**src/hdl/julian_day_to_calendar_date_macros.svh**
```systemverilog
// Assertion macros for the date converter RTL.
`ifndef JULIAN_DAY_TO_CALENDAR_DATE_MACROS_SVH
`define JULIAN_DAY_TO_CALENDAR_DATE_MACROS_SVH
`ifndef SYNTHESIS
`define JDCD_ASSERT(label, clk, rst_n, prop, msg) \
  label: assert property (@(posedge clk) disable iff (!rst_n) (prop)) else $error(msg);
`define JDCD_ASSERT_IMPL(label, clk, rst_n, ante, cons, msg) \
  label: assert property (@(posedge clk) disable iff (!rst_n) (ante) |-> (cons)) \
    else $error(msg);
`else
`define JDCD_ASSERT(label, clk, rst_n, prop, msg)
`define JDCD_ASSERT_IMPL(label, clk, rst_n, ante, cons, msg)
`endif
`endif

```
**src/hdl/jdcd_pkg.sv**
```systemverilog
`timescale 1ns / 1ps
package jdcd_pkg;

  localparam logic [31:0] LastJulianDay = 32'd2299160;
  localparam logic [31:0] GregOffset    = 32'd32044;
  localparam logic [31:0] JulOffset     = 32'd32082;
  localparam logic [17:0] GregCycle     = 18'd146097;
  localparam logic [10:0] JulCycle      = 11'd1461;
  localparam logic [6:0]  CenturyYears  = 7'd100;
  localparam logic [25:0] EpochYear     = 26'd4800;
  localparam logic [23:0] MaxBcYear     = 24'd4714;
  localparam logic [8:0]  MaxDayOffset  = 9'd365;
  localparam int unsigned ResultLatency = 8;

  // Reciprocal of the 400-year cycle, applied to the upper 18 bits of a 35-bit dividend.
  localparam logic [23:0] GregRecip = 24'((64'd1 << 41) / 64'd146097);
  // Rounded-up reciprocal of the 4-year cycle, exact for any 24-bit dividend.
  localparam logic [24:0] JulRecip  = 25'(((64'd1 << 35) + 64'd1460) / 64'd1461);

  typedef struct packed {
    logic [4:0] day;
    logic [3:0] month;
    logic       wrap;
  } month_split_t;

  // Day offset of each month start, counted from 1 March.
  function automatic logic [8:0] month_start(input logic [3:0] idx);
    logic [8:0] start;
    unique case (idx)
      4'd0:    start = 9'd0;
      4'd1:    start = 9'd31;
      4'd2:    start = 9'd61;
      4'd3:    start = 9'd92;
      4'd4:    start = 9'd122;
      4'd5:    start = 9'd153;
      4'd6:    start = 9'd184;
      4'd7:    start = 9'd214;
      4'd8:    start = 9'd245;
      4'd9:    start = 9'd275;
      4'd10:   start = 9'd306;
      4'd11:   start = 9'd337;
      default: start = 9'd0;
    endcase
    return start;
  endfunction

endpackage

```
**src/hdl/jdcd_month_split.sv**
```systemverilog
`timescale 1ns / 1ps
module jdcd_month_split import jdcd_pkg::*; (
  input  logic [8:0]   day_offset_i,
  output month_split_t split_o
);

  logic [3:0] idx;
  logic [8:0] base;

  always_comb begin
    idx  = 4'd0;
    base = 9'd0;
    for (int k = 1; k < 12; k++) begin
      if (day_offset_i >= month_start(4'(k))) begin
        idx  = 4'(k);
        base = month_start(4'(k));
      end
    end
    split_o.day = 5'(day_offset_i - base + 9'd1);
    if (idx >= 4'd10) begin
      split_o.month = idx - 4'd9;
      split_o.wrap  = 1'b1;
    end else begin
      split_o.month = idx + 4'd3;
      split_o.wrap  = 1'b0;
    end
  end

endmodule

```
**src/hdl/julian_day_to_calendar_date.sv**
```systemverilog
// Seven-stage pipeline; stage four has two multipliers, every other stage at most one.
// A word accepted at a clock edge passes the input register and the pipeline stages to the result ports,
// with result_valid_o high for one cycle.
// Throughput is one word per clock; busy never rises and the receiver cannot stall.
// Reset clears the valid pipeline, so no result appears until a new word is accepted.
`timescale 1ns / 1ps
`include "julian_day_to_calendar_date_macros.svh"
module julian_day_to_calendar_date import jdcd_pkg::*; (
  input  logic        clk_i,
  input  logic        rst_ni,
  input  logic        start,
  input  logic [31:0] julian_day_i,
  output logic        busy,
  output logic        result_valid_o,
  output logic [4:0]  day_of_month_o,
  output logic [3:0]  month_o,
  output logic [23:0] year_o,
  output logic        before_christ_o
);

  logic [7:0]  valid_q;
  logic [31:0] jd_q;

  logic [32:0] a_d;
  logic [34:0] n1_d;
  logic [41:0] p1_d;
  logic        greg1_d;
  logic [21:0] cjul1_d;
  logic [34:0] n1_q;
  logic [41:0] p1_q;
  logic        greg1_q;
  logic [21:0] cjul1_q;

  logic [17:0] q0_d;
  logic [34:0] t_d;
  logic [34:0] n2_q;
  logic [17:0] q0_q;
  logic [34:0] t_q;
  logic        greg2_q;
  logic [21:0] cjul2_q;

  logic [34:0] r_raw;
  logic [18:0] r_fix;
  logic [17:0] b_d;
  logic [21:0] c3_d;
  logic [21:0] c3_q;
  logic [17:0] b3_q;
  logic        greg3_q;

  logic [23:0] n4;
  logic [48:0] p4_d;
  logic [24:0] yb4_d;
  logic [21:0] c4_q;
  logic [48:0] p4_q;
  logic [24:0] yb4_q;

  logic [12:0] d5_d;
  logic [23:0] t5_d;
  logic [21:0] c5_q;
  logic [12:0] d5_q;
  logic [23:0] t5_q;
  logic [24:0] yb5_q;

  logic [8:0]  e6_d;
  logic [8:0]  e6_q;
  logic [12:0] d6_q;
  logic [24:0] yb6_q;

  month_split_t split;
  logic [25:0]  ysum;
  logic         bc_d;
  logic [23:0]  year_d;
  logic [4:0]   day_q;
  logic [3:0]   month_q;
  logic [23:0]  year_q;
  logic         bc_q;

  assign busy = 1'b0;

  always_ff @(posedge clk_i or negedge rst_ni) begin
    if (!rst_ni) begin
      valid_q <= '0;
    end else begin
      valid_q <= {valid_q[6:0], start};
    end
  end

  // Stage one: estimate of the 400-year cycle count from the upper dividend bits.
  always_comb begin
    a_d     = {1'b0, jd_q} + {1'b0, GregOffset};
    n1_d    = {a_d[32:0], 2'b11};
    p1_d    = 42'(n1_d[34:17]) * 42'(GregRecip);
    greg1_d = jd_q > LastJulianDay;
    cjul1_d = 22'(jd_q + JulOffset);
  end

  // Stage two: back-multiply the estimate.
  always_comb begin
    q0_d = p1_q[41:24];
    t_d  = 35'(36'(q0_d) * 36'(GregCycle));
  end

  // Stage three: one correction step, then the day within the cycle (Julian dates pass the shifted day number).
  always_comb begin
    r_raw = n2_q - t_q;
    r_fix = r_raw[18:0];
    b_d   = q0_q;
    if (r_fix >= 19'(GregCycle)) begin
      r_fix = r_fix - 19'(GregCycle);
      b_d   = q0_q + 18'd1;
    end
    c3_d = greg2_q ? 22'(r_fix[18:2]) : cjul2_q;
  end

  // Stage four: 4-year cycle count by reciprocal, and the century part of the year.
  always_comb begin
    n4    = {c3_q, 2'b11};
    p4_d  = 49'(n4) * 49'(JulRecip);
    yb4_d = greg3_q ? 25'(b3_q) * 25'(CenturyYears) : 25'd0;
  end

  always_comb begin
    d5_d = p4_q[47:35];
    t5_d = 24'(d5_d) * 24'(JulCycle);
  end

  always_comb begin
    e6_d = 9'(c5_q - 22'(t5_q[23:2]));
  end

  jdcd_month_split u_month_split (
    .day_offset_i (e6_q),
    .split_o      (split)
  );

  always_comb begin
    ysum = 26'(yb6_q) + 26'(d6_q) + 26'(split.wrap);
    bc_d = ysum <= EpochYear;
    if (bc_d) begin
      year_d = 24'(EpochYear + 26'd1 - ysum);
    end else begin
      year_d = 24'(ysum - EpochYear);
    end
  end

  always_ff @(posedge clk_i) begin
    jd_q    <= julian_day_i;
    n1_q    <= n1_d;
    p1_q    <= p1_d;
    greg1_q <= greg1_d;
    cjul1_q <= cjul1_d;
    n2_q    <= n1_q;
    q0_q    <= q0_d;
    t_q     <= t_d;
    greg2_q <= greg1_q;
    cjul2_q <= cjul1_q;
    c3_q    <= c3_d;
    b3_q    <= b_d;
    greg3_q <= greg2_q;
    c4_q    <= c3_q;
    p4_q    <= p4_d;
    yb4_q   <= yb4_d;
    c5_q    <= c4_q;
    d5_q    <= d5_d;
    t5_q    <= t5_d;
    yb5_q   <= yb4_q;
    e6_q    <= e6_d;
    d6_q    <= d5_q;
    yb6_q   <= yb5_q;
    day_q   <= split.day;
    month_q <= split.month;
    year_q  <= year_d;
    bc_q    <= bc_d;
  end

  assign result_valid_o  = valid_q[7];
  assign day_of_month_o  = day_q;
  assign month_o         = month_q;
  assign year_o          = year_q;
  assign before_christ_o = bc_q;

  `JDCD_ASSERT_IMPL(a_strobe_follows_start, clk_i, rst_ni, result_valid_o, $past(start, ResultLatency), "result strobe without an accepted word")
  `JDCD_ASSERT_IMPL(a_date_range, clk_i, rst_ni, result_valid_o, month_o >= 4'd1 && month_o <= 4'd12 && day_of_month_o != 5'd0, "month or day out of range")
  `JDCD_ASSERT_IMPL(a_bc_year_range, clk_i, rst_ni, result_valid_o && before_christ_o, year_o <= MaxBcYear && year_o != 24'd0, "BC year out of range")
  `JDCD_ASSERT_IMPL(a_cycle_remainder, clk_i, rst_ni, valid_q[3] && greg3_q, c3_q <= 22'(GregCycle >> 2), "400-year remainder not corrected")
  `JDCD_ASSERT_IMPL(a_day_offset, clk_i, rst_ni, valid_q[6], e6_q <= MaxDayOffset, "day offset within year too large")

endmodule

```
**config.mk**
```make
export PLATFORM = sky130hd
export DESIGN_NAME = julian_day_to_calendar_date
export DESIGN_NICKNAME = d
export VERILOG_FILES = /design/src/hdl/jdcd_pkg.sv /design/src/hdl/jdcd_month_split.sv /design/src/hdl/julian_day_to_calendar_date.sv
export VERILOG_INCLUDE_DIRS = /design/src /design/src/hdl
export SDC_FILE = /design/constraint.sdc
export NUM_CORES = 2
export LEC_CHECK = 0
export BUFFER_PORTS_ARGS = -buffer_cell sky130_fd_sc_hd__buf_4
export CAP_MARGIN = 40
export CELL_PAD_IN_SITES_DETAIL_PLACEMENT = 0
export CELL_PAD_IN_SITES_GLOBAL_PLACEMENT = 1
export CORE_MARGIN = 2
export CORE_UTILIZATION = 50
export CTS_CLUSTER_DIAMETER = 100
export CTS_CLUSTER_SIZE = 28
export DETAILED_ROUTE_END_ITERATION = 10
export PLACE_DENSITY = 0.89
export SLEW_MARGIN = 10
export SYNTH_ARGS = -nofsm -noshare
export SYNTH_HDL_FRONTEND = slang
export SYNTH_SLANG_ARGS = --single-unit
```
**constraint.sdc**
```tcl
create_clock -name clk_i -period 15.6 [get_ports clk_i]
set_input_delay 4.68 -clock clk_i [delete_from_list [all_inputs] [get_ports clk_i]]
set_output_delay 4.68 -clock clk_i [all_outputs]
set_load 0.01 [all_outputs]
```
* After elaboration in Yosys (flattened, before gate mapping)
Cells that the tools add are included.
** Storage, ports and cells
- Register bits after elaboration :: 457
- Input bits :: 35
- Output and inout port bits :: 36
- Logic and storage cells :: 91
** Cells by class
- Add/subtract/negate cells :: 14
- Multipliers :: 5
- Magnitude comparators :: 15
- Muxes and demuxes :: 27
** Operators by type and width (count)
- two-way mux 5 bit :: 12
- multiplier 24 x 22 -> 45 bit (second input constant) :: 1
- multiplier 18 x 23 -> 41 bit (second input constant) :: 1
- greater-or-equal comparator 9 x 8 -> 1 bit (second input constant) :: 4
- adder 32 x 15 -> 33 bit (second input constant) :: 1
- > comparator 32 x 22 -> 1 bit (second input constant) :: 1
- greater-or-equal comparator 9 bit (second input constant) :: 3
- adder 25 x 13 -> 26 bit :: 1
- adder 26 x 1 -> 26 bit :: 1
- less-or-equal comparator 26 x 13 -> 1 bit (second input constant) :: 1
- two-way mux 24 bit :: 1
- subtractor 13 x 24 -> 24 bit (first input constant) :: 1
- subtractor 24 x 13 -> 24 bit (second input constant) :: 1
- multiplier 18 x 5 -> 23 bit (second input constant) :: 1
- adder 22 x 15 -> 22 bit (second input constant) :: 1
- greater-or-equal comparator 19 x 18 -> 1 bit (second input constant) :: 1
- multiplier 18 x 18 -> 19 bit (second input constant) :: 1
- two-way mux 19 bit :: 1
- subtractor 19 x 18 -> 19 bit (second input constant) :: 1
- subtractor 19 bit :: 1
- adder 18 x 1 -> 18 bit (second input constant) :: 1
- greater-or-equal comparator 9 x 7 -> 1 bit (second input constant) :: 2
- two-way mux 18 bit :: 1
- two-way mux 17 bit :: 1
- 13 further kinds :: 20

* Depth between registers and ports, before layout
- Word-level depth :: 17
- Mapped depth :: 33
- Depth with buffers taken out :: 33

* Cells and area by module
From an unflattened synthesis, not the netlist that was laid out.
** Second synthesis, totals
- Cells, all modules :: 3294
- Area total of the unflattened synthesis :: 33314.5 um^2
** By module, submodules not included
- julian_day_to_calendar_date :: instances 1, cells each 3195, area an instance 32626.3 um^2, sequential area each 7807.5 um^2
- jdcd_month_split :: instances 1, cells each 99, area an instance 688.2 um^2, sequential area each 0.0 um^2

* Worst setup path after synthesis
OpenSTA, ideal clock, no wires.
- Path type :: register -> register
- Start point :: reg jd_q[10]
- End point :: reg p1_q[40]
- Setup time :: 0.123 ns
- Arrival time :: 7.545 ns
- Required time :: 15.477 ns
- Setup slack :: 7.932 ns
- Cell stages (with the launch flop) :: 30
- Path buffers :: 2
- Clock period less this slack :: 7.668 ns
- Cells stage by stage :: dfxtp_1 clkbuf_1 or3_1 clkbuf_1 or3_1 a21oi_1 nor3_1 and3_1 xor2_1 ha_1 ha_1 fa_1 inv_1 fa_1 inv_1 fa_1 inv_1 fa_1 inv_1 ha_1 a2111oi_0 o21ai_0 a21oi_1 nand3_1 o21ai_1 o21a_1 a21oi_1 a311oi_1 o21bai_1 xor2_1
** Between the ends
- Longest elaborated chain between the ends :: 2
** Ends and longest elaborated chain
- start: declaration :: line julian_day_to_calendar_date.sv:22 : logic [31:0] jd_q;
- start signal: assignment :: line julian_day_to_calendar_date.sv:147 : jd_q <= julian_day_i;
- adder 32 x 15 -> 33 bit :: line julian_day_to_calendar_date.sv:90 : a_d = {1'b0, jd_q} + {1'b0, GregOffset};
- multiplier 18 x 23 -> 41 bit :: line julian_day_to_calendar_date.sv:92 : p1_d = 42'(n1_d[34:17]) * 42'(GregRecip);
- named net p1_d[40] :: line julian_day_to_calendar_date.sv:26 : logic [41:0] p1_d;
- end signal: assignment :: line julian_day_to_calendar_date.sv:149 : p1_q <= p1_d;
- end: declaration :: line julian_day_to_calendar_date.sv:30 : logic [41:0] p1_q;
The timed path passes the listed nets, and every way through them passes these cells.
A chain may end at the register's enable or synchronous reset.

* Final worst setup path
Ends and elaborated chain as after synthesis.

==> run_results.csv <==
group,metric,value,unit
synthesis,synth_top_cell_by_area,"fa_1",
synthesis,ys_types,89,
synthesis,synth_area_leaders,"fa_1 (24%), dfxtp_1 (23%), ha_1 (22%)",
place,place.gp.congestion,0.925,
route,wirelength,67000,um
cts,cts_resized,0,
floorplan,rows,95,
layout,n_antenna_cell,0,
status,status,"completed",
grt,grt_pass1_wl,114000,um
grt,grt_pass1_vias,23200,
timing,relSlewSlack,0.436,
grt,overflow,0,
floorplan,die_y,264,um
synthesis,synthTopCellsByCount,"inv_1 (819), ha_1 (591), fa_1 (401), dfxtp_1 (380), xnor2_1 (138)",
route,drc,0,
cts,htreeDepth,1,
timing,period_minus_slack,8620,ps
worst_setup_path,crit_path_end_kind,"flop",
cts,clockRootBuffer,"clkbuf_16",
hold_path,worstHoldPathType,"reg -> reg",
worst_setup_path,cp.arrival,9100,ps
worst_setup_path,worstPathMaxFanout,8,
synthesis,synth_edf_count,0,
timing,hold_viol_final,0,
timing,clock.fmax,116,MHz
route,vias,21800,
grt,antenna_found_initial,0,
route,drt-vias-per-instance,5.07,
layout,drive_above_1_share,0.0421,
grt,track_usage,0.200,
floorplan,start_util,0.503,
synthesis,synthCells,3350,
worst_setup_path,worstSetupStartpointType,"flop",
synthesis,yosys.area.top_type_share,0.238,
worst_setup_path,critPathRequiredTime,16080,ps
cts,ctsLongestPathBuffers,3,
worst_setup_path,crit_type,"reg -> reg",
floorplan,die_x,264,um
grt,grt_max_degree,31,
synthesis,yosysWarnings,0,
synthesis,syn_area,0.0337,mm2
cts,cts_tree,"done",
synthesis,avgSynthCellArea,10.1,um2
layout,syn2layout_area_growth,6.88,%
synthesis,yosysMostFrequentCell,"inv_1",
synthesis,seq_area_frac_synth,0.232,
synthesis,dominantRegCellSynth,"dfxtp_1",
route,drt_first_iter_violations,1035,
run,cap_violations,0,
timing,worstMarginPinSlew,840,ps
synthesis,ys_ff_latch,388,
cts,ctsHoldBuffers,0,
route,drt_pre_antenna_iters,5,
timing,grt_setup_unrepaired,"false",
cts,numCtsBuffers,23,
timing,skew,25.3,ps
timing,final.period_utilization,0.553,
route,wl_per_cell,15.6,um
route,drt.antenna.violating_nets,0,
layout,nets,4439,
timing,setup_tns,0,ps
cts,cts_setup_buffers,0,
floorplan,pin_count,71,
cts,path_clk_slew,100,ps
place,dpl.hpwl,57600,um
synthesis,syn_nets,4377,
cts,clock_sinks,388,
timing,setup_viol,0,
timing,slew_viol_final,0,
floorplan,core_area,0.0669,mm2
cts,clk_latency,590,ps
synthesis,postSynth.asyncResetShare,0.0206,
floorplan,die-area,0.0695,mm2
place,port_buffers,69,
registers in the layout (all words and copies together) (netlist names), 11 cells and up:
signal and count:
jd_q 32, year_o 24, yb4_q 23, yb5_q 23, yb6_q 23, c3_q 22, cjul1_q 22, cjul2_q 22
p1_q 20, t_q 19, b3_q 18, n2_q 16, n1_q 14, q0_q 14, d6_q 13, p4_q 13
d5_q 11, t5_q 11
metrics by stage:
stage               std cells  setup slack, ps  hold WS, ps  instance area [um2]   util
floorplan                3350             7930          310                33700      -
global placement         4256             6760          310                35200  0.525
detailed placement       4260             7110          312                35200  0.526
CTS                      4297             7050          322                36000  0.538
global route             4297             6410          323                36000  0.538
finish                   4297             6980          321                36000  0.538
cell usage in the layout (no fill, tap or decap), types with 6 or more instances in the layout:
master	Yosys	routed
nand2_1	75	75
or2_2	7	7
or4_1	11	11
nor4_1	15	15
xnor2_1	138	138
nor3_1	39	39
a31oi_1	19	19
dfrtp_1	8	8
o41ai_1	7	7
a21o_1	50	50
o21ai_0	75	75
ha_1	591	591
and2_1	24	24
nor2_1	124	124
o211ai_1	12	12
o31ai_1	23	23
mux2i_1	6	6
clkbuf_16	0	23
dfxtp_1	380	380
nand3_1	50	50
nand4_1	18	18
inv_1	819	819
a211oi_1	17	16
and3_1	21	21
o21a_1	24	24
buf_4	1	76
nor2b_1	19	19
nand2b_1	24	24
o21bai_1	21	21
o21ai_1	6	6
or3_1	11	11
o311ai_0	6	6
a21oi_1	90	90
fa_1	401	401
a211o_1	6	6
xor2_1	79	79
metal layers:
metal,share of wire,global-route usage
met1,0.43,0.250
met2,0.51,0.368
met3,0.037,0.0237
met4,0.024,0.0466
met5,0,0
worst max-delay path: stages (launching register included):
cell       delay, ps
dfxtp_1          400
or3_1            490
or3_1            380
a21oi_1          560
nor2_1           200
xnor2_1          590
ha_1             340
inv_1            110
fa_1             600
fa_1             480
fa_1             520
inv_1             60
fa_1             560
inv_1             70
fa_1             520
inv_1             40
ha_1             200
a2111oi_0        260
o21ai_0          160
a21oi_1          200
nand3_1          100
o21ai_1          540
o21a_1           260
a21oi_1          140
a311oi_1         430
o21bai_1         120
xor2_1           150
worst paths after layout:
check                         start          to  slack (ps)  depth (start not counted)
min                        yb5_q[5]    yb6_q[5]         320                          0
min reg2reg                yb5_q[5]    yb6_q[5]         320                          0
max in group asynchronous    rst_ni  valid_q[0]       11590                          1
max                        jd_q[10]    p1_q[40]        6980                         26
min in group asynchronous    rst_ni  valid_q[7]        3890                          1
max reg2reg                jd_q[10]    p1_q[40]        6980                         26
cell type report:
cell class / count / area, um2
Clock buffer: 23 / 576
Clock inverter: 14 / 235
Fill cell: 5923 / 30900
Inverter: 821 / 3080
Multi-Input combinational cell: 2100 / 22600
Sequential cell: 388 / 7810
Tap cell: 873 / 1090
Timing Repair Buffer: 78 / 586
cell families (layout without fill, tap and decap cells):
kind of cell	count (synthesis)	count (layout)	share of synthesized area
other	1	1	0.000111
and+or+nand+nor	465	465	0.0710
DFF	388	388	0.232
adders and majority gates	992	992	0.458
AOI/OAI and AO/OA	416	416	0.0832
buffers and inverters	862	936	0.0967
xor gates and xnor gates	217	217	0.0564
muxes	9	9	0.00279
Power is not shown: default switching activity piles up to over one toggle a cycle in this logic, so the estimate is an artifact.
